## config.mk

```make
export PLATFORM = sky130hd
export DESIGN_NAME = ffa_alu
export DESIGN_NICKNAME = d
export VERILOG_FILES = /design/src/rtl/ffa_alu.sv
export SDC_FILE = /design/constraint.sdc
export NUM_CORES = 1
export LEC_CHECK = 0
export ABC_AREA = 0
export ABC_CLOCK_PERIOD_IN_PS = 5700
export BUFFER_PORTS_ARGS = -buffer_cell sky130_fd_sc_hd__buf_4
export CORE_MARGIN = 2
export CORE_UTILIZATION = 49
export DETAILED_ROUTE_END_ITERATION = 16
export PLACE_DENSITY = 0.89
export SLEW_MARGIN = 20
export SYNTH_ARGS = -nofsm -noshare
export SYNTH_HDL_FRONTEND = slang
export SYNTH_SLANG_ARGS = --single-unit
```

## constraint.sdc

```tcl
create_clock -name vclk -period 5.7
set_clock_uncertainty 0.2 [all_clocks]
set_input_delay 0.855 -clock vclk [all_inputs]
set_output_delay 0.855 -clock vclk [all_outputs]
set_load 0.005 [all_outputs]
```

## src/rtl/ffa_alu.sv

```systemverilog
// shared adder with in-pool compare, used for every walk step
module ffa_alu #(
   parameter int W = 11
) (
   input  logic [W-1:0] a,
   input  logic [W-1:0] b,
   input  logic         cin,
   input  logic [W-1:0] bound,
   output logic [W-1:0] sum,
   output logic         lt
);
   assign sum = a + b + W'(cin);
   assign lt  = (sum < bound);

endmodule

```

==> flow_results.org, run 1 <==
** Timing
- Fin. max-slew vios :: 0
- Worst Hold Slack :: 1.94 ns
- Final setup slack of the worst path :: 0.930 ns
- Final clock period utilization by the worst path :: 83.7%
- Unrepaired setup endpoints after global routing :: false
- Static timing analysis puts the maximum clock frequency at 210 MHz.
- Total setup violations reported at the end of the flow :: 0
- For the pin with the worst max-slew slack, the measured transition is 0.289 ns.
- Counting I/O delays and the setup requirement, the final critical path takes 4.77 ns.
- Measured against its own limit, the worst slew margin works out to 80.6%.
- Final Hold Fails :: 0
- Sum Neg Setup Slack :: 0 ns

** Finish
- Nets :: 198
- Final instance count without filler cells :: 156
- Ratio of cells with drive above 1 in the final layout :: 36.9%
- Once layout is complete, the utilization of the core stands at 81.5%.
- Registers take 0 um^2.
- Clkbuf count :: 0
- Diode insertion count for antenna repair :: 0
- Total non-filler cell area in the finished layout :: 1100 um^2
- There are 0 flip-flops and latches.
- From synthesis to final layout, the design area changed by 49.5%.

** Place
- Pre-CTS worst setup slack :: 0.953 ns
- Detailed placement ended at an HPWL of 1840 um.
- The placed instances occupy a cell area of 1100 um^2.
- Cell total after placement :: 156
- Count of buffers from port buffering :: 46
- Final weighted congestion of routability-driven global placement :: 0.839

** Setup path
- Critical path class :: primary input to output pin
- Arrival time at the worst endpoint :: 3.72 ns
- Of all nets on the critical path, the largest fanout is 2.
- On the worst path, the slowest cell contributes a delay of 0.47 ns.
- Cells along the critical path :: buf_4 -> inv_1 -> fa_1 -> fa_1 -> nor2b_4 -> o2111ai_1 -> and3b_4 -> a21oi_2 -> xor2_1 -> ha_1 -> a21o_1 -> a211o_1 -> o22ai_1 -> buf_4
- At the worst endpoint, the required time is 4.64 ns.
- STA classifies the critical path startpoint as a primary input.
- The worst setup path is captured at an output pin.
- Slowest cell on the critical path :: fa_1

** Clocking
- Post-CTS timing repair inserted 0 buffers for setup.
- CTS resizes :: 0
- In this run, post-CTS hold repair placed 0 buffers.

** Drt
- The routed layout has 828 vias.
- The routed design has 2040 um of wire.
- The first routing iteration left 12 violations.
- DRC violations left :: 0
- In the routed layout, each cell is associated on average with a via count of 5.31.
- After detailed routing, the average wire length per cell comes to 13.1 um.
- DRT antenna net count :: 0
- The first TritonRoute pass finished after 4 iterations.

** Synth
- Post-synthesis net count :: 150
- The Yosys step of the flow raised 0 warnings.
- Register area share after synthesis :: 0%
- After synthesis the cells add up to 736 um^2.
- Post-synthesis cell type count :: 30
- After synthesis, the mean cell area works out to 7.74 um^2.
- Synthesized netlist cell count :: 95

** Floorplan
- From bottom edge to top edge, the die measures 42.8 um.
- CORE AREA :: 1350 um^2
- Starting Density :: 54.5%
- Num ports :: 46
- Number of core rows :: 13
- The die covers 1830 um^2.
- Horizontal die dimension :: 42.8 um

** GRT
- The number of global-route vias before repair is 826.
- Overall overflow remaining after global route :: 0
- The first global-routing pass estimated 3410 um of wire.
- Largest net degree at the start of global routing :: 8
- The number of antenna violations at the first check in global routing was 0.
- Global routing used 22.7% of the available tracks across all layers.

** Hold path
- Number of instances on the worst hold path :: 4
- The min-delay analysis places its worst path in the category primary input to output pin.

** Power
- Leakage power of the design :: 0.620 nW
- Overall power consumption after layout is estimated at 149 uW.
- Worst vdd rail ir drop :: 0.0746 mV
- Power density of the placed cells :: 136 nW/um^2

** Status
- The flow ran to the end, and the final reports show no timing, DRC or antenna violations.

** Flow run
- Max-Cap Viols :: 0
[final timing paths]
| kind | start | endpoint |
|---|---|---|
| max | a[0] | lt |
| min | a[10] | sum[10] |
[cell usage in the layout, fill, tap and decap left out, types with 3 or more instances in the layout]
| cell type | synthesis | routed |
|---|---|---|
| buf_4 | 0 | 46 |
| nor2_1 | 7 | 7 |
| o2111ai_1 | 3 | 3 |
| xnor2_1 | 5 | 5 |
| nand3_1 | 3 | 3 |
| xor2_1 | 4 | 4 |
| inv_1 | 17 | 17 |
| ha_1 | 19 | 19 |
| a21oi_1 | 5 | 5 |
| o21a_1 | 3 | 3 |
| nand2_1 | 3 | 3 |
[worst max-delay path: cells and delay by family]
| family | cells | cell delay, ns |
|---|---|---|
| compound gates | 5 | 0.82 |
| xor+xnor | 1 | 0.22 |
| fa+ha+maj | 3 | 1.21 |
| buf+inv | 3 | 0.24 |
| simple gates | 2 | 0.38 |
[synth_stat cells (all sizes together) (2+ instances only)]
library cell  instances  share of area (%)
ha                   19                 32
inv                  17                8.7
nor2                  7                3.6
a21oi                 6                4.6
xnor2                 5                6.0
o21ai                 4                3.2
xor2                  4                4.8
nand2                 3                1.5
nand3                 3                2.0
nor2b                 3                3.6
o2111ai               3                3.6
o21a                  3                3.1
a211oi                2                2.7
a21o                  2                2.0
and3                  2                1.7
fa                    2                5.4
nor3                  2                1.4
[per-layer routing]
layer | GRT usage [%] | share of wire [%] | vias to the layer above
li1 | - | - | 428
met1 | 27.5 | 40 | 375
met2 | 43.0 | 54 | 23
met3 | 1.28 | 4.3 | 2
met4 | 5.00 | 0.74 | 0
met5 | 0 | 0 | -
[cells by family (layout without fill, tap and decap cells)]
family | after synthesis | after routing | share of synthesized area, %
compound gates | 26 | 26 | 26.4
simple gates | 22 | 22 | 16.5
fa+ha+maj | 21 | 21 | 37.8
buf+inv | 17 | 63 | 8.67
xor+xnor | 9 | 9 | 10.7
[final cells by class]
| class | count | area [um^2] |
|---|---|---|
| fill | 104 | 250 |
| inverter | 17 | 63.8 |
| timing repair buffer | 46 | 345 |
| multi-input combinational | 78 | 672 |
| tap | 15 | 18.8 |
[where the power goes]
part | leakage, nW | internal (mW) | switching (mW) | total [mW]
combinational | 0.620 | 0.0819 | 0.0673 | 0.149
clock | 0 | 0 | 0 | 0
sequential | 0 | 0 | 0 | 0
total | 0.620 | 0.0819 | 0.0673 | 0.149
Note: power is estimated with default switching activity, not from simulation.
==> run 2: changes to the inputs <==
Settings changed: ABC_CLOCK_PERIOD_IN_PS 5700 to 4200, CORE_UTILIZATION 49 to 41, PLACE_DENSITY 0.89 to 0.79.
Clock period 5.7 ns to 4.2 ns, I/O delays scaled along.
==> flow_results.org, run 2 (same netlist as run 1, synthesis figures left out) <==
** Status
- Outcome :: finished, violations left
- Failing checks :: negative setup slack

** Power
- Worst vdd rail ir drop :: 0.100 mV
- Tot Pwr :: 226 uW
- Leakage power of the design :: 0.660 nW
- Power spread over the standard cell area amounts to 189 nW/um^2.

** Timing
- At the pin with the least slew margin, the transition time is 0.312 ns.
- Final setup slack of the worst path :: -0.0114 ns
- Setup repair after global routing could not meet its margin everywhere.
- Setup violations remaining at the end of the flow were counted as 1.
- Of the available clock period, the critical path in the final layout requires 100%.
- The number of endpoints with negative hold slack in the final report came to 0.
- Final critical delay including setup and external delays :: 4.21 ns
- In this run the tightest slew margin relative to its limit is 79.2%.
- The number of max-slew violations in the final report is 0.
- Maximum achievable frequency :: 237 MHz

** Setup path
- Type of origin of the critical path :: primary input
- The critical path is of the primary input to output pin type.
- The critical path goes through buf_6 -> inv_4 -> fa_2 -> fa_2 -> nor2b_4 -> o2111ai_2 -> and3b_4 -> a21oi_2 -> xor2_1 -> ha_1 -> a21o_1 -> a211o_1 -> o22ai_2 -> buf_4.
- Of all nets on the critical path, the largest fanout is 2.
- Largest incremental delay on the critical path :: 0.40 ns
- The worst setup path is captured at an output pin.
- Arrival time at the worst endpoint :: 3.38 ns
- For the worst setup path, the data required time is 3.37 ns.
- Slowest cell on the critical path :: fa_2
- Beginning of the critical path :: cin
- Dominant delay contributor by cell family on the critical path :: adder cells
- By instance count, the cell type seen most on the critical path is fa_2.
- The number of buffers and inverters on the critical path is 3.

** Place
- Buffers placed on the I/O ports in this run total 46.
- Final weighted congestion of routability-driven global placement :: 0.930
- The wire-length estimate of the detail-placed layout is 1800 um.

** Floorplan
- Num ports :: 46
- Starting Density :: 43.1%
- CORE AREA :: 1710 um^2
- Number of core rows :: 15
- Die H :: 46.4 um
- The die is 46.4 um wide.
- The floorplan step defined a die boundary enclosing 2150 um^2.

** Finish
- There are 0 flip-flops and latches.
- The layout has 140 filler cells.
- Most frequent standard cell in the layout excluding fill and tap cells :: buf_4
- Synthesis-to-layout area growth :: 62.6%
- Across the whole layout, storage elements account for 0 um^2.
- Summing all multi-input logic gate instances after layout gives 689 um^2.
- The number of antenna diodes in the final layout is 0.
- At the end of the flow the core is filled with cells to 70.0%.
- The final layout contains 206 nets.
- Commonest cells after routing, fill and taps aside :: buf_4 (53), ha_1 (19), inv_1 (15), nor2_1 (7)
- The clock buffers instantiated in the layout total 0.
- Cells with a size suffix above 1 make up 44.3% of the layout.

** Drt
- For this run, design rule violations remaining after detail routing come to 0.
- After detailed routing, the number of vias per cell comes to 5.01.
- Wire length after detailed routing :: 2160 um
- Dividing the detail-routed wire length by the instance count gives 12.4 um.
- Via total after detailed routing :: 871
- DRT antenna net count :: 0
- The detailed router finished its first iteration with 2 violations.
- The first detailed-routing pass took 4 iterations.

** GRT
- The number of antenna violations at the first check in global routing was 0.
- Largest net degree at the start of global routing :: 8
- Number of global-route vias before repair :: 768
- The total overflow left after global routing is 0.
- The first global-routing pass estimated 2900 um of wire.
- Tot GR Track Use :: 17.8%

** Hold path
- The tightest min-delay check is of the primary input to output pin type.
- Hold Startpoint :: a[10]

** Clocking
- Hold repair after CTS inserted 0 buffers.

** Flow run
- Max-cap violations in this run came to 0.
## run 2: cell types whose count changed in the layout (fill, tap and decap cells not counted)
cell / change
buf_4: +7
buf_6: +1
fa_1: -2
fa_2: +2
inv_1: -2
inv_2: +1
inv_4: +1
o2111ai_1: -1
o2111ai_2: +1
o22ai_1: -1
o22ai_2: +1
## run 2: power by group
group / internal (mW) / switching [mW] / total, mW
sequential: 0 / 0 / 0
combinational: 0.127 / 0.0982 / 0.226
clock: 0 / 0 / 0
total: 0.127 / 0.0982 / 0.226
## run 2: path summary, 6_finish.rpt
| kind | end | slack, ns | depth (start not counted) |
|---|---|---|---|
| max | lt | -0.01 | 14 |
| min | sum[10] | 1.48 | 4 |
## run 2: timing repair
action                     in CTS  in global routing
setup endpoints to repair       1                  1
buffers inserted                0                  5
pin swaps                       0                  9
gates resized for setup         1                  7
## run 2: layout make-up
class / instances / share of cell area, %
Inverter: 17 / 5.54
Multi-Input combinational cell: 78 / 57.6
Tap cell: 25 / 2.62
Timing Repair Buffer: 54 / 34.2
## run 2: per-stage QoR
stage | hold slack [ns] | instances | instance area (um^2) | setup TNS, ns | setup WS, ns
3_5_place_dp | 1.49 | 169 | 1130 | -0.0533 | -0.0533
5_1_grt | 1.51 | 174 | 1200 | -0.132 | -0.132
6_report | 1.48 | 174 | 1200 | -0.0114 | -0.0114
4_1_cts | 1.49 | 169 | 1140 | 0 | 0.0000262
3_3_place_gp | 1.47 | 169 | 1130 | 0 | 0.0103
2_1_floorplan | 1.25 | 95 | 736 | 0 | 0.203
## run 2: per-layer routing
metal	GRT usage [%]	vias to the layer above	part of all wire [%]
met5	0	-	0
met4	3.43	0	0.65
met3	0.784	2	2.3
met2	34.2	13	58
met1	21.5	410	39
li1	-	446	-
