File: src/rtl/ffa_pkg.sv
// shared constants, mode codes and result bundle for the first-fit allocator
package ffa_pkg;

   localparam int DEF_POOL_WORDS = 1024;
   localparam int MIN_POOL       = 4;
   localparam int MODE_W         = 2;
   localparam int REQ_W          = 10;
   localparam int CSR_W          = 11;
   localparam int CSR_RESET      = 1024;

   typedef enum logic [MODE_W-1:0] {
      MODE_FORMAT = 2'd0,
      MODE_ALLOC  = 2'd1,
      MODE_FREE   = 2'd2,
      MODE_QUERY  = 2'd3
   } mode_type;

   typedef struct packed {
      logic             ok;
      logic [REQ_W-1:0] payload_offset;
      logic [REQ_W-1:0] largest_words;
   } res_type;

endpackage

File: src/rtl/ffa_if.sv
// request and response channel interfaces of the first-fit allocator
interface ffa_req_if;
   import ffa_pkg::*;

   logic              valid;
   logic              ready;
   logic [MODE_W-1:0] mode;
   logic [REQ_W-1:0]  request_words;
   logic [REQ_W-1:0]  block_offset;

   modport source (output valid, output mode, output request_words, output block_offset,
                   input ready);
   modport sink   (input valid, input mode, input request_words, input block_offset,
                   output ready);
endinterface


File: src/rtl/ffa_ctrl.sv
// sequencer: format, free, merge walk, first-fit walk and largest-block walk
module ffa_ctrl #(
   parameter int POOL_WORDS = ffa_pkg::DEF_POOL_WORDS,
   parameter int AW         = 10,
   parameter int PW         = 11,
   parameter int AUW        = 11
) (
   input  logic                       clock,
   input  logic                       reset,
   ffa_req_if.sink                    req_bus,
   input  logic                       csr_write_enable,
   input  logic [ffa_pkg::CSR_W-1:0]  csr_write_data,
   output logic                       mem_we,
   output logic [AW-1:0]              mem_waddr,
   output logic [AW:0]                mem_wdata,
   output logic                       mem_re,
   output logic [AW-1:0]              mem_raddr,
   input  logic [AW:0]                mem_rdata,
   output logic [AUW-1:0]             alu_a,
   output logic [AUW-1:0]             alu_b,
   output logic                       alu_cin,
   output logic [AUW-1:0]             alu_bound,
   input  logic [AUW-1:0]             alu_sum,
   input  logic                       alu_lt,
   output logic                       res_valid,
   output ffa_pkg::res_type           res,
   input  logic                       res_ready
);
   import ffa_pkg::*;

   typedef enum logic [3:0] {
      S_IDLE,
      S_FR_RD,
      S_FR_WR,
      S_M_RD,
      S_M_EVAL,
      S_M_SCAN,
      S_M_SCANEV,
      S_M_WR,
      S_F_RD,
      S_F_EVAL,
      S_F_SPL_A,
      S_F_SPL_B,
      S_Q_RD,
      S_Q_EVAL,
      S_DONE
   } state_type;

   state_type        state_ff, state_in;
   logic             formatted_ff, formatted_in;
   logic [CSR_W-1:0] csr_ff, csr_in;
   logic [PW-1:0]    active_ff, active_in;
   logic [PW-1:0]    h_ff, h_in;
   logic             hlt_ff, hlt_in;
   logic [PW-1:0]    next_ff, next_in;
   logic             nlt_ff, nlt_in;
   logic [AW-1:0]    sz_ff, sz_in;
   logic [AW-1:0]    best_ff, best_in;
   logic [REQ_W-1:0] need_ff, need_in;
   res_type          res_ff, res_in;

   logic             accept;
   logic             rd_used;
   logic [AW-1:0]    rd_size;
   logic [PW-1:0]    clamp_n;
   logic             fits;
   logic             splits;

   assign req_bus.ready = (state_ff == S_IDLE);
   assign accept        = req_bus.valid && req_bus.ready;
   assign rd_used       = mem_rdata[AW];
   assign rd_size       = mem_rdata[AW-1:0];
   assign alu_bound     = AUW'(active_ff);
   assign res_valid     = (state_ff == S_DONE);
   assign res           = res_ff;

   // pool size sampled by format, held inside the supported range
   always_comb begin
      if (AUW'(csr_ff) > AUW'(POOL_WORDS)) begin
         clamp_n = PW'(POOL_WORDS);
      end else if (csr_ff < CSR_W'(MIN_POOL)) begin
         clamp_n = PW'(MIN_POOL);
      end else begin
         clamp_n = PW'(csr_ff);
      end
   end

   assign fits   = !rd_used && (AUW'(rd_size) >= AUW'(need_ff));
   assign splits = (AUW'(rd_size) >= (AUW'(need_ff) + AUW'(2)));

   always_comb begin
      state_in     = state_ff;
      formatted_in = formatted_ff;
      csr_in       = csr_write_enable ? csr_write_data : csr_ff;
      active_in    = active_ff;
      h_in         = h_ff;
      hlt_in       = hlt_ff;
      next_in      = next_ff;
      nlt_in       = nlt_ff;
      sz_in        = sz_ff;
      best_in      = best_ff;
      need_in      = need_ff;
      res_in       = res_ff;
      mem_we       = 1'b0;
      mem_waddr    = h_ff[AW-1:0];
      mem_wdata    = '0;
      mem_re       = 1'b0;
      mem_raddr    = h_ff[AW-1:0];
      // default step: header position plus header word plus block size
      alu_a        = AUW'(h_ff);
      alu_b        = AUW'(rd_size);
      alu_cin      = 1'b1;

      unique case (state_ff)
         S_IDLE: begin
            if (accept) begin
               need_in = req_bus.request_words;
               h_in    = '0;
               hlt_in  = 1'b1;
               best_in = '0;
               res_in  = '0;
               if (mode_type'(req_bus.mode) == MODE_FORMAT) begin
                  alu_a        = AUW'(clamp_n);
                  alu_b        = '1;
                  alu_cin      = 1'b0;
                  mem_we       = 1'b1;
                  mem_waddr    = '0;
                  mem_wdata    = {1'b0, alu_sum[AW-1:0]};
                  active_in    = clamp_n;
                  formatted_in = 1'b1;
                  res_in.ok    = 1'b1;
                  state_in     = S_DONE;
               end else if (!formatted_ff) begin
                  state_in = S_DONE;
               end else begin
                  unique case (mode_type'(req_bus.mode))
                     MODE_ALLOC: begin
                        state_in = S_M_RD;
                     end
                     MODE_FREE: begin
                        // header sits one word below the payload
                        alu_a     = AUW'(req_bus.block_offset);
                        alu_b     = '1;
                        alu_cin   = 1'b0;
                        res_in.ok = 1'b1;
                        if ((req_bus.block_offset != '0) && alu_lt) begin
                           h_in     = PW'(alu_sum);
                           state_in = S_FR_RD;
                        end else begin
                           state_in = S_DONE;
                        end
                     end
                     default: begin
                        state_in = S_Q_RD;
                     end
                  endcase
               end
            end
         end
         S_FR_RD: begin
            mem_re   = 1'b1;
            state_in = S_FR_WR;
         end
         S_FR_WR: begin
            mem_we    = 1'b1;
            mem_wdata = {1'b0, rd_size};
            state_in  = S_DONE;
         end
         S_M_RD: begin
            if (hlt_ff) begin
               mem_re   = 1'b1;
               state_in = S_M_EVAL;
            end else begin
               h_in     = '0;
               hlt_in   = 1'b1;
               state_in = S_F_RD;
            end
         end
         S_M_EVAL: begin
            if (rd_used) begin
               h_in     = PW'(alu_sum);
               hlt_in   = alu_lt;
               state_in = S_M_RD;
            end else begin
               next_in  = PW'(alu_sum);
               nlt_in   = alu_lt;
               state_in = S_M_SCAN;
            end
         end
         S_M_SCAN: begin
            if (nlt_ff) begin
               mem_re    = 1'b1;
               mem_raddr = next_ff[AW-1:0];
               state_in  = S_M_SCANEV;
            end else begin
               state_in = S_M_WR;
            end
         end
         S_M_SCANEV: begin
            alu_a = AUW'(next_ff);
            if (!rd_used) begin
               next_in  = PW'(alu_sum);
               nlt_in   = alu_lt;
               state_in = S_M_SCAN;
            end else begin
               state_in = S_M_WR;
            end
         end
         S_M_WR: begin
            // merged size is next - h - 1
            alu_a     = AUW'(next_ff);
            alu_b     = ~AUW'(h_ff);
            alu_cin   = 1'b0;
            mem_we    = 1'b1;
            mem_wdata = {1'b0, alu_sum[AW-1:0]};
            h_in      = next_ff;
            hlt_in    = nlt_ff;
            state_in  = S_M_RD;
         end
         S_F_RD: begin
            if (hlt_ff) begin
               mem_re   = 1'b1;
               state_in = S_F_EVAL;
            end else begin
               state_in = S_DONE;
            end
         end
         S_F_EVAL: begin
            if (fits) begin
               alu_b   = '0;
               next_in = PW'(alu_sum);
               sz_in   = rd_size;
               if (splits) begin
                  state_in = S_F_SPL_A;
               end else begin
                  mem_we                = 1'b1;
                  mem_wdata             = {1'b1, rd_size};
                  res_in.ok             = 1'b1;
                  res_in.payload_offset = REQ_W'(alu_sum);
                  state_in              = S_DONE;
               end
            end else begin
               h_in     = PW'(alu_sum);
               hlt_in   = alu_lt;
               state_in = S_F_RD;
            end
         end
         S_F_SPL_A: begin
            // used header now, then locate the remainder header
            alu_a     = AUW'(next_ff);
            alu_b     = AUW'(need_ff);
            alu_cin   = 1'b0;
            mem_we    = 1'b1;
            mem_wdata = {1'b1, AW'(need_ff)};
            h_in      = PW'(alu_sum);
            state_in  = S_F_SPL_B;
         end
         S_F_SPL_B: begin
            // remainder size is size - need - 1
            alu_a                 = AUW'(sz_ff);
            alu_b                 = ~AUW'(need_ff);
            alu_cin               = 1'b0;
            mem_we                = 1'b1;
            mem_wdata             = {1'b0, alu_sum[AW-1:0]};
            res_in.ok             = 1'b1;
            res_in.payload_offset = REQ_W'(next_ff);
            state_in              = S_DONE;
         end
         S_Q_RD: begin
            if (hlt_ff) begin
               mem_re   = 1'b1;
               state_in = S_Q_EVAL;
            end else begin
               res_in.ok            = 1'b1;
               res_in.largest_words = REQ_W'(best_ff);
               state_in             = S_DONE;
            end
         end
         S_Q_EVAL: begin
            if (!rd_used && (rd_size > best_ff)) begin
               best_in = rd_size;
            end
            h_in     = PW'(alu_sum);
            hlt_in   = alu_lt;
            state_in = S_Q_RD;
         end
         S_DONE: begin
            if (res_ready) begin
               state_in = S_IDLE;
            end
         end
         default: begin
            state_in = S_IDLE;
         end
      endcase
   end

   always_ff @(posedge clock) begin
      if (reset) begin
         state_ff     <= S_IDLE;
         formatted_ff <= 1'b0;
         csr_ff       <= CSR_W'(CSR_RESET);
         active_ff    <= PW'(POOL_WORDS);
      end else begin
         state_ff     <= state_in;
         formatted_ff <= formatted_in;
         csr_ff       <= csr_in;
         active_ff    <= active_in;
      end
      h_ff    <= h_in;
      hlt_ff  <= hlt_in;
      next_ff <= next_in;
      nlt_ff  <= nlt_in;
      sz_ff   <= sz_in;
      best_ff <= best_in;
      need_ff <= need_in;
      res_ff  <= res_in;
   end

endmodule

File: src/flat_wrapper.sv
// flat-port wrapper written by rule: the top's interface ports become plain ports
module ffa_ctrl_flat import ffa_pkg::*;
#(
   parameter int POOL_WORDS = ffa_pkg::DEF_POOL_WORDS,
   parameter int AW         = 10,
   parameter int PW         = 11,
   parameter int AUW        = 11
)
  (clock, reset, csr_write_enable, csr_write_data, mem_we, mem_waddr, mem_wdata, mem_re, mem_raddr, mem_rdata, alu_a, alu_b, alu_cin, alu_bound, alu_sum, alu_lt, res_valid, res, res_ready, req_bus_valid, req_bus_mode, req_bus_request_words, req_bus_block_offset, req_bus_ready);
  ffa_req_if req_bus_i ();
  input  logic clock;
  input  logic reset;
  input  logic csr_write_enable;
  input  logic [ffa_pkg::CSR_W-1:0] csr_write_data;
  output logic mem_we;
  output logic [AW-1:0] mem_waddr;
  output logic [AW:0] mem_wdata;
  output logic mem_re;
  output logic [AW-1:0] mem_raddr;
  input  logic [AW:0] mem_rdata;
  output logic [AUW-1:0] alu_a;
  output logic [AUW-1:0] alu_b;
  output logic alu_cin;
  output logic [AUW-1:0] alu_bound;
  input  logic [AUW-1:0] alu_sum;
  input  logic alu_lt;
  output logic res_valid;
  output ffa_pkg::res_type res;
  input  logic res_ready;
  input wire logic [$bits(req_bus_i.valid)-1:0] req_bus_valid;
  input wire logic [$bits(req_bus_i.mode)-1:0] req_bus_mode;
  input wire logic [$bits(req_bus_i.request_words)-1:0] req_bus_request_words;
  input wire logic [$bits(req_bus_i.block_offset)-1:0] req_bus_block_offset;
  output wire logic [$bits(req_bus_i.ready)-1:0] req_bus_ready;
  assign req_bus_i.valid = req_bus_valid;
  assign req_bus_i.mode = req_bus_mode;
  assign req_bus_i.request_words = req_bus_request_words;
  assign req_bus_i.block_offset = req_bus_block_offset;
  assign req_bus_ready = req_bus_i.ready;
  ffa_ctrl #(.POOL_WORDS(POOL_WORDS), .AW(AW), .PW(PW), .AUW(AUW)) u_core (.clock(clock), .reset(reset), .req_bus(req_bus_i), .csr_write_enable(csr_write_enable), .csr_write_data(csr_write_data), .mem_we(mem_we), .mem_waddr(mem_waddr), .mem_wdata(mem_wdata), .mem_re(mem_re), .mem_raddr(mem_raddr), .mem_rdata(mem_rdata), .alu_a(alu_a), .alu_b(alu_b), .alu_cin(alu_cin), .alu_bound(alu_bound), .alu_sum(alu_sum), .alu_lt(alu_lt), .res_valid(res_valid), .res(res), .res_ready(res_ready));
endmodule
File: config.mk
export PLATFORM = sky130hd
export DESIGN_NAME = ffa_ctrl_flat
export DESIGN_NICKNAME = d
export VERILOG_FILES = /design/src/rtl/ffa_pkg.sv /design/src/rtl/ffa_if.sv /design/src/rtl/ffa_ctrl.sv /design/src/flat_wrapper.sv
export SDC_FILE = /design/constraint.sdc
export NUM_CORES = 1
export LEC_CHECK = 0
export ABC_AREA = 1
export BUFFER_PORTS_ARGS = -buffer_cell sky130_fd_sc_hd__buf_2
export CELL_PAD_IN_SITES_DETAIL_PLACEMENT = 1
export CELL_PAD_IN_SITES_GLOBAL_PLACEMENT = 1
export CORE_MARGIN = 1
export CORE_UTILIZATION = 30
export CTS_CLUSTER_DIAMETER = 120
export DETAILED_ROUTE_END_ITERATION = 16
export HOLD_SLACK_MARGIN = 0.12
export PLACE_DENSITY = 0.74
export SLEW_MARGIN = 40
export SYNTH_ARGS = -nofsm -noshare
export SYNTH_HDL_FRONTEND = slang
export SYNTH_SLANG_ARGS = --single-unit
File: constraint.sdc
create_clock -name clock -period 3.5 [get_ports clock]
set_clock_uncertainty 0.05 [all_clocks]
set_input_delay 1.05 -clock clock [delete_from_list [all_inputs] [get_ports clock]]
set_output_delay 1.05 -clock clock [all_outputs]
set_load 0.05 [all_outputs]
==> results.ini, run 1 <==
[status]
status = finished with violations
violations = setup timing

[worst_setup_path]
startpoint_type = register
cp.required_ns = 2.40
crit_arrival_ns = 3.00
worstSetupPathType = reg -> out
end_kind = output pin
critical_path.max_fanout = 5

[route]
drt_iter0_drc = 425
via_per_inst = 5.15
vias = 6598
ant_nets = 0
drtPass1Iterations = 6
wirelength_mm = 25.4
wire_per_inst_um = 19.8
remaining_drc_errors = 0

[grt]
grt-ovfl-total = 0
grt_pass1_wl_mm = 38.2
grt_pass1_vias = 6722
grt_max_degree = 22
antenna_found_initial = 0
groute.usage.overall_pct = 23.5

[clock_tree]
path_clk_slew_ns = 0.08
worstSkewPairLatency_ns = 0.37
hold_buffers = 0
clock_sinks = 102
cts-root-buf = clkbuf_16
cts_tree = built
h-tree-depth = 3
clockBufferDepth = 2
cts_buffers = 9

[floorplanning]
core_area_mm2 = 0.0204
start_util_pct = 30.7
dieHeight_um = 146
rows = 52
die_x_um = 146
io_pins = 151
fp.dieArea_mm2 = 0.0214

[flow_run]
drv_cap = 0

[sta]
drv_slew = 0
rsz0062_at_grt = yes
postLayoutSetupSlackWorst_ns = -0.597
max_freq_ghz = 0.244
worstMarginPinSlew_ns = 0.529
setup_violations = 22
min_period_ns = 4.10
relSlewSlack_pct = 64.7
finalHoldViolCount = 0
period_share_pct = 117

[cells_and_area]
fin_nets = 1099
fillers = 2407
post-route-util_pct = 44.5
syn_to_final_growth_pct = 44.6
antenna_cells = 0
multiInputGateArea_mm2 = 0.00339
drive_above_1_share_pct = 37.5
seq_area_mm2 = 0.00280

[power]
combPwrFrac_pct = 63.3
sw_frac_of_total_pct = 54.4
peakVddDrop_mv = 0.464
p_clk_share_pct = 12.5
seqPwrFrac_pct = 24.2
p_leak_nw = 4.11
total_power_mw = 8.25
powerDensity_mw_per_mm2 = 911
internal_power_mw = 3.76
power_switching_mw = 4.49

[synthesis]
syn_area_per_cell_um2 = 8.14
synth_nets = 863
yosysMostFrequentCell = nand2_1
synth_area_leaders = edfxtp_1 (36%), dfxtp_1 (8.6%), nand2_1 (8.5%), ha_1 (6.6%), nor2_1 (6.6%)
seq_area_frac_synth_pct = 44.6
ys_ff_latch = 102
synth-main-ff-cell = edfxtp_1
synthArstFlopShare_pct = 0
synth_cell_types = 42
synth_edf_count = 75
syn_inst = 769
synth_area_mm2 = 0.00626
synth_top_area_cell = edfxtp_1
synth.top_cell.area_share_pct = 36.0
synth_common_cells = nand2_1 (141), nor2_1 (110), inv_1 (105), edfxtp_1 (75), o21ai_0 (58)
yosys_warnings = 0

[place]
gp_congestion = 0.873
port_buffers = 150
pre_cts_ws_ns = -0.413
post-dp-hpwl_mm = 18.7

[min_path]
hp-class = reg -> reg

## per-stage QoR
stage                     hold slack, ns  instances  cell area (µm²)  setup TNS [ns]
final                              0.435       1280             9050           -8.75
after global routing               0.491       1280             9050          -11.79
after CTS                          0.443       1266             8680           -8.71
after detailed placement           0.424       1232             7910           -8.14
after global placement             0.403       1232             7910           -6.91
after floorplan                    0.400        769             6420           -1.53
## critical path, cell delays in order (launching register included)
cell      delay (ns)
edfxtp_1        0.42
ha_2            0.22
nand3_2         0.10
nor2_4          0.13
nand4_1         0.11
xor2_1          0.17
inv_1           0.11
ha_4            0.21
a21oi_2         0.16
inv_1           0.06
nor2_1          0.12
nand2_1         0.09
nand2_2         0.09
nand2_4         0.12
nand2_8         0.14
nand2_2         0.06
o211ai_1        0.10
buf_4           0.23
## cell families after synthesis
logic type	share of synthesized area [%]
buf+inv	9.19
simple gates	22.3
xor+xnor	0.979
fa+ha+maj	6.60
compound gates	16.3
flops	44.6
## power by group through the flow
| stage | Clock, mW | Sequential [mW] | Combinational, mW |
|---|---|---|---|
| global route | 1.08 | 2.02 | 5.50 |
| detailed placement | 0 | 2.00 | 4.57 |
| floorplan | 0 | 2.42 | 2.79 |
| CTS | 1.04 | 1.97 | 4.96 |
| finish | 1.03 | 1.99 | 5.23 |
| global placement | 0 | 2.00 | 4.51 |
## cell type report
type / instances / share of cell area, %
clock inverters: 6 / 0.691
clock buffers: 10 / 2.53
repair inverters: 1 / 0.0829
repair buffers: 247 / 19.2
flip-flops and latches: 102 / 30.9
inverters: 119 / 5.42
multi-input cells: 525 / 37.4
well taps: 270 / 3.73
## final timing paths
kind | slack [ns] | endpoint | startpoint | cells past startpoint
max | -0.60 | mem_wdata[1] | u_core.need_ff[2]$_DFFE_PP_ | 17
min | 0.44 | u_core.alu_bound[10]$_SDFFE_PP1P_ | u_core.alu_bound[10]$_SDFFE_PP1P_ | 2
max reg2reg | 0.26 | u_core.res[19]$_DFFE_PP_ | u_core.need_ff[2]$_DFFE_PP_ | 19
min reg2reg | 0.44 | u_core.alu_bound[10]$_SDFFE_PP1P_ | u_core.alu_bound[10]$_SDFFE_PP1P_ | 2
## cell usage in the layout, fill, tap and decap left out, types with 22 or more instances in the layout
cell type,count
nand2_2,29
buf_2,108
a21oi_1,22
o211ai_1,31
nand3_1,36
edfxtp_1,75
inv_1,97
buf_4,118
o21ai_0,56
dfxtp_1,24
nor2_1,102
nand2_1,105
## repair_timing
action                     CTS  global route
pin swaps                   23            41
setup buffers               16            14
cloned                       2             2
hold endpoints to repair     0             0
setup endpoints to repair   31            33
gates resized for setup     79            89
## state kept, by name, indices dropped and copies added (netlist names)
signal / flops
u_core.alu_bound: 11
u_core.best_ff: 10
u_core.csr_ff: 11
u_core.formatted_ff: 1
u_core.h_ff: 11
u_core.hlt_ff: 1
u_core.need_ff: 10
u_core.next_ff: 11
u_core.nlt_ff: 1
u_core.res: 21
u_core.state_ff: 4
u_core.sz_ff: 10
## routing by layer
metal | vias to the layer above | wire, µm | global-route usage (%)
li1 | 3089 | - | -
met1 | 3231 | 11000 | 30.8
met2 | 245 | 12400 | 39.1
met3 | 33 | 1390 | 4.06
met4 | 0 | 555 | 7.40
met5 | - | 0 | 0
Note: power is estimated with default switching activity, not from simulation.
==> run 2: changes to the inputs <==
--- a/config.mk
+++ b/config.mk
@@ -14,7 +14,7 @@
 export CTS_CLUSTER_DIAMETER = 120
 export DETAILED_ROUTE_END_ITERATION = 16
 export HOLD_SLACK_MARGIN = 0.12
-export PLACE_DENSITY = 0.74
+export PLACE_DENSITY = 0.72
 export SLEW_MARGIN = 40
 export SYNTH_ARGS = -nofsm -noshare
 export SYNTH_HDL_FRONTEND = slang
==> constraint.sdc (replaced) <==
create_clock -name clock -period 3.8 [get_ports clock]
set_clock_uncertainty 0.05 [all_clocks]
set_input_delay 1.14 -clock clock [delete_from_list [all_inputs] [get_ports clock]]
set_output_delay 1.14 -clock clock [all_outputs]
set_load 0.05 [all_outputs]
==> results.ini, run 2 (synthesis gave the netlist of run 1 again) <==
[sta]
drv_slew = 0
setup_violations = 22
postLayoutSetupSlackWorst_ns = -0.305
rsz0062_at_grt = yes
setup_tns_ns = -3.47
max_freq_ghz = 0.244
finalHoldViolCount = 0
worstMarginPinSlew_ns = 0.744
period_share_pct = 108
min_period_ns = 4.11
relSlewSlack_pct = 50.3

[cells_and_area]
largest_reg_flops = 21
final_cell_mix = buf_2 (117), nand2_1 (115), nor2_1 (102)
fin_nets = 1066
final_common_cell = buf_2
post-route-util_pct = 42.2
antenna_cells = 0
syn_to_final_growth_pct = 37.1
drive_above_1_share_pct = 33.5

[worst_setup_path]
critPathBufInv = 2
critPathMaxStageDelay_ns = 0.44
crit_arrival_ns = 2.92
critPathSlowestCell = edfxtp_1
end_kind = output pin
critPathTopFamily = simple AND/OR/NAND/NOR gates
critical_path.max_fanout = 5
worstSetupPathType = reg -> out
cp_cell_sequence = inv_2 -> nor3_4 -> nand2_1 -> nor2_2 -> xor2_1 -> ha_1 -> a21o_1 -> nor2_1 -> nand2_1 -> nand2_1 -> nand2_1 -> nand2_2 -> nand2_4 -> nand2_8 -> nand2_1 -> o211ai_1 -> buf_4
cp.depth = 17
worstRegToRegCells = 16
path_common_cell = nand2_1
startpoint_type = register
cp.required_ns = 2.61

[clock_tree]
clockBufferDepth = 2
path_clk_slew_ns = 0.07
h-tree-depth = 3
cts_buffers = 9
worstSkewPairLatency_ns = 0.37
clock_sinks = 102
cts_tree = built
cts-root-buf = clkbuf_16

[power]
powerDensity_mw_per_mm2 = 840
p_leak_nw = 3.89
peakVddDrop_mv = 0.347

[floorplanning]
rows = 52
io_pins = 151
die_x_um = 146
dieHeight_um = 146
core_area_mm2 = 0.0204
start_util_pct = 30.7
fp.dieArea_mm2 = 0.0214

[grt]
grt_pass1_wl_mm = 36.3
grt_max_degree = 30
grt-ovfl-total = 0
antenna_found_initial = 0
groute.usage.overall_pct = 22.5
grt_pass1_vias = 6412

[flow_run]
drv_cap = 0

[route]
wire_per_inst_um = 19.4
vias = 6277
via_per_inst = 5.03
drt_iter0_drc = 319
drtPass1Iterations = 5
remaining_drc_errors = 0
ant_nets = 0
wirelength_mm = 24.2

[status]
status = finished with violations
violations = setup timing

[place]
gp_congestion = 0.888
post-dp-hpwl_mm = 18.3
port_buffers = 150
pre_cts_ws_ns = -0.304

[min_path]
hp-class = reg -> reg
min_path_cells = 2

==> run 2: path summary, 6_finish.rpt <==
| check | start | to | slack [ns] |
|---|---|---|---|
| worst min register to register | u_core.alu_bound[10]$_SDFFE_PP1P_ | u_core.alu_bound[10]$_SDFFE_PP1P_ | 0.43 |
| worst max register to register | u_core.need_ff[1]$_DFFE_PP_ | u_core.res[11]$_DFFE_PP_ | 0.49 |
| worst max-delay path | u_core.need_ff[1]$_DFFE_PP_ | mem_wdata[0] | -0.31 |
| worst min-delay path | u_core.alu_bound[10]$_SDFFE_PP1P_ | u_core.alu_bound[10]$_SDFFE_PP1P_ | 0.43 |
==> run 2: area by class of cell <==
type / instances / area, µm²
Inverter: 119 / 473
Sequential cell: 102 / 2790
Clock buffer: 12 / 258
Tap cell: 270 / 338
Multi-Input combinational cell: 525 / 3310
Timing Repair Buffer: 215 / 1380
Clock inverter: 4 / 25.0
Fill cell: 2490 / 11800
==> run 2: per-layer routing <==
metal  part of all wire [%]  GRT usage (%)  routed length (µm)
met2                     47           36.7               11400
met5                      0              0                   0
met4                    2.8           8.80                 676
met3                    6.8           4.66                1640
met1                     43           29.0               10500
==> run 2: repair_timing <==
action | 4_1_cts | 5_1_grt
gates resized for setup | 82 | 34
hold buffers | 0 | 0
cloned | 1 | 1
pin swaps | 19 | 22
buffers inserted | 7 | 10
endpoints found under the setup margin | 22 | 29
==> run 2: worst min-delay path: stages (launching register included) <==
cell     delay (ns)
dfxtp_1        0.34
nand2_1        0.06
nand3_1        0.05
==> run 2: where the power goes <==
| part | internal [mW] | total, mW | switching, mW |
|---|---|---|---|
| clock | 0.483 | 0.923 | 0.439 |
| combinational | 1.14 | 4.45 | 3.31 |
| sequential | 1.61 | 1.84 | 0.230 |
==> run 2: metrics by stage <==
step                hold WS [ns]  cell area [µm²]  power (mW)  instances
floorplan                  0.400             6390        4.79        769
global placement           0.408             7710        5.92       1212
detailed placement         0.410             7710        5.98       1212
CTS                        0.427             8390        7.09       1236
global route               0.450             8580        7.56       1247
finish                     0.429             8580        7.21       1247
==> run 3: changes to the inputs <==
--- a/config.mk
+++ b/config.mk
@@ -11,10 +11,11 @@
 export CELL_PAD_IN_SITES_GLOBAL_PLACEMENT = 1
 export CORE_MARGIN = 1
 export CORE_UTILIZATION = 30
+export CTS_BUF_LIST = sky130_fd_sc_hd__clkbuf_4
 export CTS_CLUSTER_DIAMETER = 120
 export DETAILED_ROUTE_END_ITERATION = 16
 export HOLD_SLACK_MARGIN = 0.12
-export PLACE_DENSITY = 0.72
+export PLACE_DENSITY_LB_ADDON = 0.1
 export SLEW_MARGIN = 40
 export SYNTH_ARGS = -nofsm -noshare
 export SYNTH_HDL_FRONTEND = slang
==> results.ini, run 3 (synthesis gave the netlist of run 1 again) <==
[floorplanning]
start_util_pct = 30.7
rows = 52
fp.dieArea_mm2 = 0.0214
dieHeight_um = 146
io_pins = 151
core_area_mm2 = 0.0204
die_x_um = 146

[route]
wl_met3_um = 731
vias = 6314
wl_met1_mm = 11.8
via_per_inst = 5.02
wirelength_mm = 25.0
drtPass1Iterations = 7
drt_iter0_drc = 332
wire_per_inst_um = 19.8
remaining_drc_errors = 0
top_layer = met4
wl_met2_mm = 12.0
ant_nets = 0

[cells_and_area]
drive_above_1_share_pct = 34.4
syn_to_final_growth_pct = 36.0
final_common_cell = nand2_1
largest_reg_flops = 21
fin_nets = 1077
finalNonFillerCells = 1259
final_cell_mix = nand2_1 (115), buf_2 (114), nor2_1 (104)

[status]
status = finished with violations
violations = setup timing

[clock_tree]
clockBufferDepth = 2
hold_buffers = 0
cts_tree = built
cts_buffers = 9
cts-root-buf = clkbuf_4
clock_sinks = 102
worstSkewPairLatency_ns = 0.52
h-tree-depth = 3
path_clk_slew_ns = 0.19

[power]
powerDensity_mw_per_mm2 = 824
peakVddDrop_mv = 0.388
total_power_mw = 7.01
p_leak_nw = 3.88

[worst_setup_path]
cp.required_ns = 2.61
worstSetupPathType = reg -> out
critical_path.max_fanout = 5
startpoint = u_core.need_ff[3]$_DFFE_PP_
end_kind = output pin
r2r_start = u_core.need_ff[3]$_DFFE_PP_
startpoint_type = register
crit_arrival_ns = 3.10

[sta]
worstMarginPinSlew_ns = 0.649
finalHoldViolCount = 0
setup_tns_ns = -7.55
postLayoutSetupSlackWorst_ns = -0.489
min_period_ns = 4.29
period_share_pct = 113
drv_slew = 0
whs_ns = 0.463
relSlewSlack_pct = 56.6
rsz0062_at_grt = yes
max_freq_ghz = 0.233
setup_violations = 22

[min_path]
hp-class = reg -> reg
worstHoldStart = u_core.alu_bound[10]$_SDFFE_PP1P_

[grt]
groute.usage.overall_pct = 23.4
grt_pass1_vias = 6683
antenna_found_initial = 1
grt-ovfl-total = 0
grt_pass1_wl_mm = 38.0
grt_max_degree = 37

[place]
pre_cts_ws_ns = -0.391
post-dp-hpwl_mm = 19.7
gp_congestion = 0.906
port_buffers = 150
dp_cells = 1219

[flow_run]
drv_cap = 0

[run 3: repair_timing]
action	CTS	global route
buffers inserted	12	7
pin swaps	28	16
resized for setup	80	38
gates cloned	2	2
endpoints found under the setup margin	33	32
[run 3: cell type report]
type / count / area, µm²
fill: 2474 / 11900
multi-input combinational: 526 / 3280
sequential: 102 / 2800
timing repair buffer: 224 / 1450
inverter: 119 / 480
tap: 270 / 338
clock inverter: 7 / 87.6
clock buffer: 9 / 67.6
timing repair inverter: 1 / 7.51
antenna: 1 / 2.50
[run 3: power by group]
group	leakage, nW	internal, mW	switching (mW)
logic	2.85	1.20	3.32
clock network	0.0854	0.218	0.453
registers	0.937	1.61	0.218
[run 3: through the flow]
stage	utilization [%]	instance area (µm²)
2_1_floorplan	-	6390
4_1_cts	40.9	8330
3_5_place_dp	38.2	7770
3_3_place_gp	38.2	7770
5_1_grt	41.8	8510
6_report	41.8	8510
[run 3: critical path, cell delays in order, from the launching register on]
cell	delay, ns
edfxtp_1	0.49
inv_2	0.09
nor3_4	0.17
nand2_1	0.08
nor2_2	0.10
xor2_1	0.15
ha_1	0.27
a21o_1	0.17
nor2_1	0.09
nand2_1	0.08
nand2_1	0.06
nand2_1	0.06
nand2_2	0.09
nand2_4	0.10
nand2_8	0.09
nand2_1	0.06
o211ai_1	0.17
buf_4	0.27
[run 3: metal layers]
| layer | up-vias | GRT usage (%) |
|---|---|---|
| met5 | - | 0 |
| met4 | 0 | 7.24 |
| met3 | 28 | 2.56 |
| met2 | 150 | 39.6 |
| met1 | 3099 | 31.1 |
| li1 | 3037 | - |
[run 3: worst paths after layout]
path / depth (start not counted) / end / slack, ns
max: 17 / mem_wdata[0] / -0.49
min: 2 / u_core.alu_bound[10]$_SDFFE_PP1P_ / 0.46
max reg2reg: 19 / u_core.res[13]$_DFFE_PP_ / 0.80
min reg2reg: 2 / u_core.alu_bound[10]$_SDFFE_PP1P_ / 0.46
